**src/design/snau_pkg.sv**
```systemverilog
`default_nettype none
// ----------------------------------------------------------------------------
// snau_pkg
// Shared types and constants of the spiking neuron array update block.
// ----------------------------------------------------------------------------
package snau_pkg;

    localparam int NEIGHBORS = 32;
    localparam int SIDE_W    = $clog2(NEIGHBORS);
    localparam int IDX_EXT_W = 17;
    localparam int CFG_IDX_W = 3;
    localparam int CFG_W     = 16;

    localparam logic [1:0] OP_SETUP  = 2'd0;
    localparam logic [1:0] OP_STIM   = 2'd1;
    localparam logic [1:0] OP_UPDATE = 2'd2;

    localparam logic [CFG_IDX_W-1:0] CFG_FIRE_POT = 3'd0;
    localparam logic [CFG_IDX_W-1:0] CFG_REFR     = 3'd1;
    localparam logic [CFG_IDX_W-1:0] CFG_COOL     = 3'd2;
    localparam logic [CFG_IDX_W-1:0] CFG_GAIN     = 3'd3;
    localparam logic [CFG_IDX_W-1:0] CFG_MODE     = 3'd4;

    localparam logic signed [23:0] LEVEL_CAP = 24'sd65280;
    localparam logic signed [23:0] LEVEL_MAX = 24'sh7FFFFF;
    localparam logic signed [23:0] LEVEL_MIN = 24'sh800000;
    localparam logic [17:0]        THR_MAX   = 18'h3FFFF;

    typedef struct packed {
        logic signed [23:0] level;
        logic [15:0]        potential;
        logic [7:0]         refr;
        logic               active;
        logic               high;
    } snau_dyn_t;

    typedef struct packed {
        logic [17:0] threshold;
        logic [31:0] route;
        logic [31:0] axon;
    } snau_setup_t;

    typedef struct packed {
        logic clr;
        logic take;
        logic exec;
    } snau_cmd_t;

    typedef struct packed {
        logic clr_last;
        logic need_out;
        logic out_busy;
    } snau_status_t;

endpackage
`default_nettype wire

```
**src/design/snau_ctrl.sv**
```systemverilog
`default_nettype none
// ----------------------------------------------------------------------------
// snau_ctrl
// Controller: clearing pass after reset, then read and execute per item.
// ----------------------------------------------------------------------------
module snau_ctrl (
    input  wire logic                  clk,
    input  wire logic                  rst_n,
    input  wire logic                  item_valid,
    output logic                       item_ready,
    input  wire snau_pkg::snau_status_t status,
    output snau_pkg::snau_cmd_t        cmd
);
    import snau_pkg::*;

    localparam logic [1:0] S_CLEAR = 2'd0;
    localparam logic [1:0] S_IDLE  = 2'd1;
    localparam logic [1:0] S_EXEC  = 2'd2;

    logic [1:0] state_reg;
    logic [1:0] state_next;

    always_comb
    begin
        state_next = state_reg;
        cmd        = '0;
        item_ready = 1'b0;
        case (state_reg)
            S_CLEAR:
            begin
                cmd.clr = 1'b1;
                if (status.clr_last)
                begin
                    state_next = S_IDLE;
                end
            end
            S_IDLE:
            begin
                item_ready = 1'b1;
                if (item_valid)
                begin
                    cmd.take   = 1'b1;
                    state_next = S_EXEC;
                end
            end
            S_EXEC:
            begin
                // hold while the previous result waits
                if (!(status.need_out && status.out_busy))
                begin
                    cmd.exec   = 1'b1;
                    state_next = S_IDLE;
                end
            end
            default:
            begin
                state_next = S_CLEAR;
            end
        endcase
    end

    always_ff @(posedge clk or negedge rst_n)
    begin
        if (!rst_n)
        begin
            state_reg <= S_CLEAR;
        end
        else
        begin
            state_reg <= state_next;
        end
    end
endmodule
`default_nettype wire

```
**config.mk**
```make
export PLATFORM = sky130hd
export DESIGN_NAME = snau_ctrl
export DESIGN_NICKNAME = d
export VERILOG_FILES = /design/src/design/snau_pkg.sv /design/src/design/snau_ctrl.sv
export SDC_FILE = /design/constraint.sdc
export NUM_CORES = 1
export LEC_CHECK = 0
export BUFFER_PORTS_ARGS = -buffer_cell sky130_fd_sc_hd__buf_2
export CELL_PAD_IN_SITES_DETAIL_PLACEMENT = 1
export CELL_PAD_IN_SITES_GLOBAL_PLACEMENT = 1
export CORE_AREA = 5 5 42 44
export CTS_CLUSTER_DIAMETER = 100
export CTS_CLUSTER_SIZE = 10
export DETAILED_ROUTE_END_ITERATION = 8
export DIE_AREA = 0 0 47 49
export PLACE_DENSITY = 0.34
export SYNTH_ARGS = -nofsm -noshare
export SYNTH_HDL_FRONTEND = slang
export SYNTH_SLANG_ARGS = --single-unit
```
**constraint.sdc**
```tcl
create_clock -name clk -period 2.4 [get_ports clk]
set_input_delay 0.48 -clock clk [delete_from_list [all_inputs] [get_ports clk]]
set_output_delay 0.48 -clock clk [all_outputs]
set_load 0.005 [all_outputs]
```
==> results.md <==
- The clock period minus final worst setup slack is 1.50 ns.
- The count of mapped cells out of synthesis is 12.
- The critical path endpoint category is an output port.
- For this configuration, the core starts out at a cell density of 8.04%.
- The first-pass iteration count of the detailed router is 4.
- The total of buffers placed on input and output ports is 9.
- The CTS H-tree depth is 1.
- From left edge to right edge, the die measures 47 microns.
- The Yosys step of the flow raised 0 warnings.
- The number of clock buffers inserted by TritonCTS is 3.
- The fraction of final layout cells with drive strength greater than 1 is 58.3%.
- The final-report max-slew violation count is 0.
- Across every metal layer, demand over resource in global routing totals 4.37%.
- The number of sinks driven by the clock tree is 2.
- Summing all flip-flop and latch instances after layout gives 50.0 sq um.
- Counting flops with a built-in enable in the synthesized netlist gives 0.
- The final design utilization is 14.3%.
- Data on the critical path is required at its endpoint by 1.92 ns.
- The flow ran to the end, and the final reports show no timing, DRC or antenna violations.
- After detailed routing, the average wire length per cell comes to 9.60 microns.
- Summing all multi-input logic gate instances after layout gives 58.8 sq um.
- At the later pin of the worst-skew pair, clock insertion delay measures 0.22 ns.
- The area of the die is 2300 sq um.
- Summed over its instances, the top area cell type makes up 44.4% of the synthesized netlist area.
- The signal on the critical path passes through and3b_1 -> buf_2.
- The area of the placeable core is 1400 sq um.
- The count of endpoints failing hold in the final timing report is 0.
- In this run the post-CTS setup repair buffer count came out at 0.
- For this run, design rule violations remaining after detail routing come to 0.
- The final setup TNS is 0 ns.
- Entering global routing, the biggest net connects 8 pins.
- For the pin with the worst max-slew slack, the measured transition is 0.245 ns.
- Counting along the longest clock path gives a buffer depth of 2.
- The post-synthesis register bit count is 2.
- Setup repair after global routing left no endpoint under its margin.
- The master cell of the clock root buffer is sky130_fd_sc_hd__clkbuf_4.
- The antenna violation net count after detailed routing is 0.
- The die is 49 microns tall.
- The detailed router placed 137 vias in this run.
- The net count after synthesis is 18.
- After clock tree synthesis, the repair step resized 0 gates.
- The number of violations reported at the end of detailed-routing iteration 0 is 2.
- The largest total area in the synthesized netlist belongs to sky130_fd_sc_hd__dfrtp_1.
- Compared with the post-synthesis result, the final layout area differs by 77.8%.
- Sorting the synthesized cells by area gives the leading types as sky130_fd_sc_hd__dfrtp_1 44%, sky130_fd_sc_hd__and3_2 13%, sky130_fd_sc_hd__and3b_1 7.8%.
- Static timing analysis puts the maximum clock frequency at 666 MHz.
- The total power per unit cell area is 1130 nW/um^2.
- The weighted congestion at the end of routability-driven global placement is 0.750.
- For this block, the routed nets add up to 384 microns of wire.
- The slowest stage of the critical path belongs to the cell sky130_fd_sc_hd__dfrtp_1.
- Counting flops with an async set or reset pin after synthesis yields a share of 100%.
- The maximum single-stage delay on the critical path is 0.42 ns.
- The count of different cell masters after synthesis is 9.
- Among all flip-flop cells after synthesis, the most frequent one is sky130_fd_sc_hd__dfrtp_1.
- The commonest cells after synthesis are 2 x sky130_fd_sc_hd__and3_2, 2 x sky130_fd_sc_hd__dfrtp_1, 2 x sky130_fd_sc_hd__nor2_1.
- The type of the worst setup path is flop to output port.
- The via-per-instance ratio is 3.43.
- The flip-flop count of the largest register after layout is 2.
- Clock-pin slew was measured on the worst setup and hold paths at 0.03 ns.
- Max-cap violations in this run came to 0.
- The final-stage net count is 32.
- The total overflow left after global routing is 0.
- TritonCTS built the clock tree.
- The mapped netlist covers 113 sq um.
- The maximum clock skew at final layout is 0.000768 ns.
- The via count of the first global-routing pass was 144.
- The initial antenna violation count is 0.
- The worst-case IR drop observed on VDD is 286 uV.
- The number of antenna diodes in the final layout is 0.
- The highest net fanout along the worst path is 7.
- The number of filler cells placed in the layout is 177.
- The path class of the tightest hold or removal check is primary input to async pin.
- For this design the static power due to leakage is 0.119 nW.
- The cell area after layout is 200 sq um.
- The instance area at placement is 178 sq um.
- The worst path uses 62.5% of the clock period.
- The startpoint kind of the worst setup timing path is a flop.
- Data on the critical path arrives at its endpoint at 1.02 ns.
- The total I/O pin count is 10.
- Buffers inserted to repair hold after CTS numbered 0.
- Setup violations remaining at the end of the flow were counted as 0.
- The normalized max-slew margin is 83.6%.
- The mean instance size in the synthesized netlist is 9.38 sq um.
- The sequential-to-total area share from yosys stat is 44.4%.
- The number of placement rows is 14.
- The first-pass GRT wire length is 621 microns.
## area by class of cell
type / instances / share of cell area, %
clock buffers: 3 / 11.2
multi-input cells: 9 / 29.4
repair buffers: 9 / 22.5
flip-flops and latches: 2 / 25.0
inverters: 1 / 1.88
well taps: 16 / 10.0
## layer usage
| layer | wire [microns] | track usage, % |
|---|---|---|
| met3 | 63 | 3.32 |
| met1 | 199 | 5.71 |
| met5 | 0 | 0 |
| met4 | 0 | 5.53 |
| met2 | 120 | 3.39 |
## cell usage in the layout, fill, tap and decap left out, drive strengths merged
cell,count
buf,9
nand2,1
and3b,1
o21bai,1
inv,1
clkbuf,3
dfrtp,2
nor2,2
a21o,1
o32ai,1
and3,2
## where the power goes
part	internal, mW	leakage (nW)	switching (mW)
clock network	0.0551	0.0138	0.0185
logic	0.0465	0.0799	0.0397
registers	0.0486	0.0251	0.0172
## cells by family (layout without fill, tap and decap cells)
group | after synthesis | in the layout | share of synthesized area, %
and+or+nand+nor | 6 | 6 | 31.1
AOI/OAI and AO/OA | 3 | 3 | 21.1
DFF | 2 | 2 | 44.4
buffers and inverters | 1 | 13 | 3.33
## final timing paths
path	start	cells after the start	end	slack, ns
worst max-delay path	state_reg[1]	2	cmd[1]	0.90
min in group clk	item_valid	2	state_reg[0]	0.47
worst max register to register	state_reg[1]	2	state_reg[1]	1.48
worst min-delay path	rst_n	1	state_reg[1]	0.04
max in group asynchronous	rst_n	1	state_reg[0]	2.27
worst min register to register	state_reg[1]	1	state_reg[0]	0.59
## critical path: cells and delay by family (launching register included)
kind / cells / cell delay [ns]
DFF: 1 / 0.42
and+or+nand+nor: 1 / 0.26
buffers and inverters: 1 / 0.12
## metrics by stage
stage	hold slack (ns)	power, mW	worst slack [ns]	instances
after floorplan	0.184	0.109	1.21	12
after global placement	0.265	0.154	1.01	37
after detailed placement	0.267	0.155	0.992	37
after CTS	0.0264	0.234	0.886	40
after global routing	0.0181	0.254	0.821	40
final	0.0363	0.226	0.899	40
(Power assumes the default switching activity.)
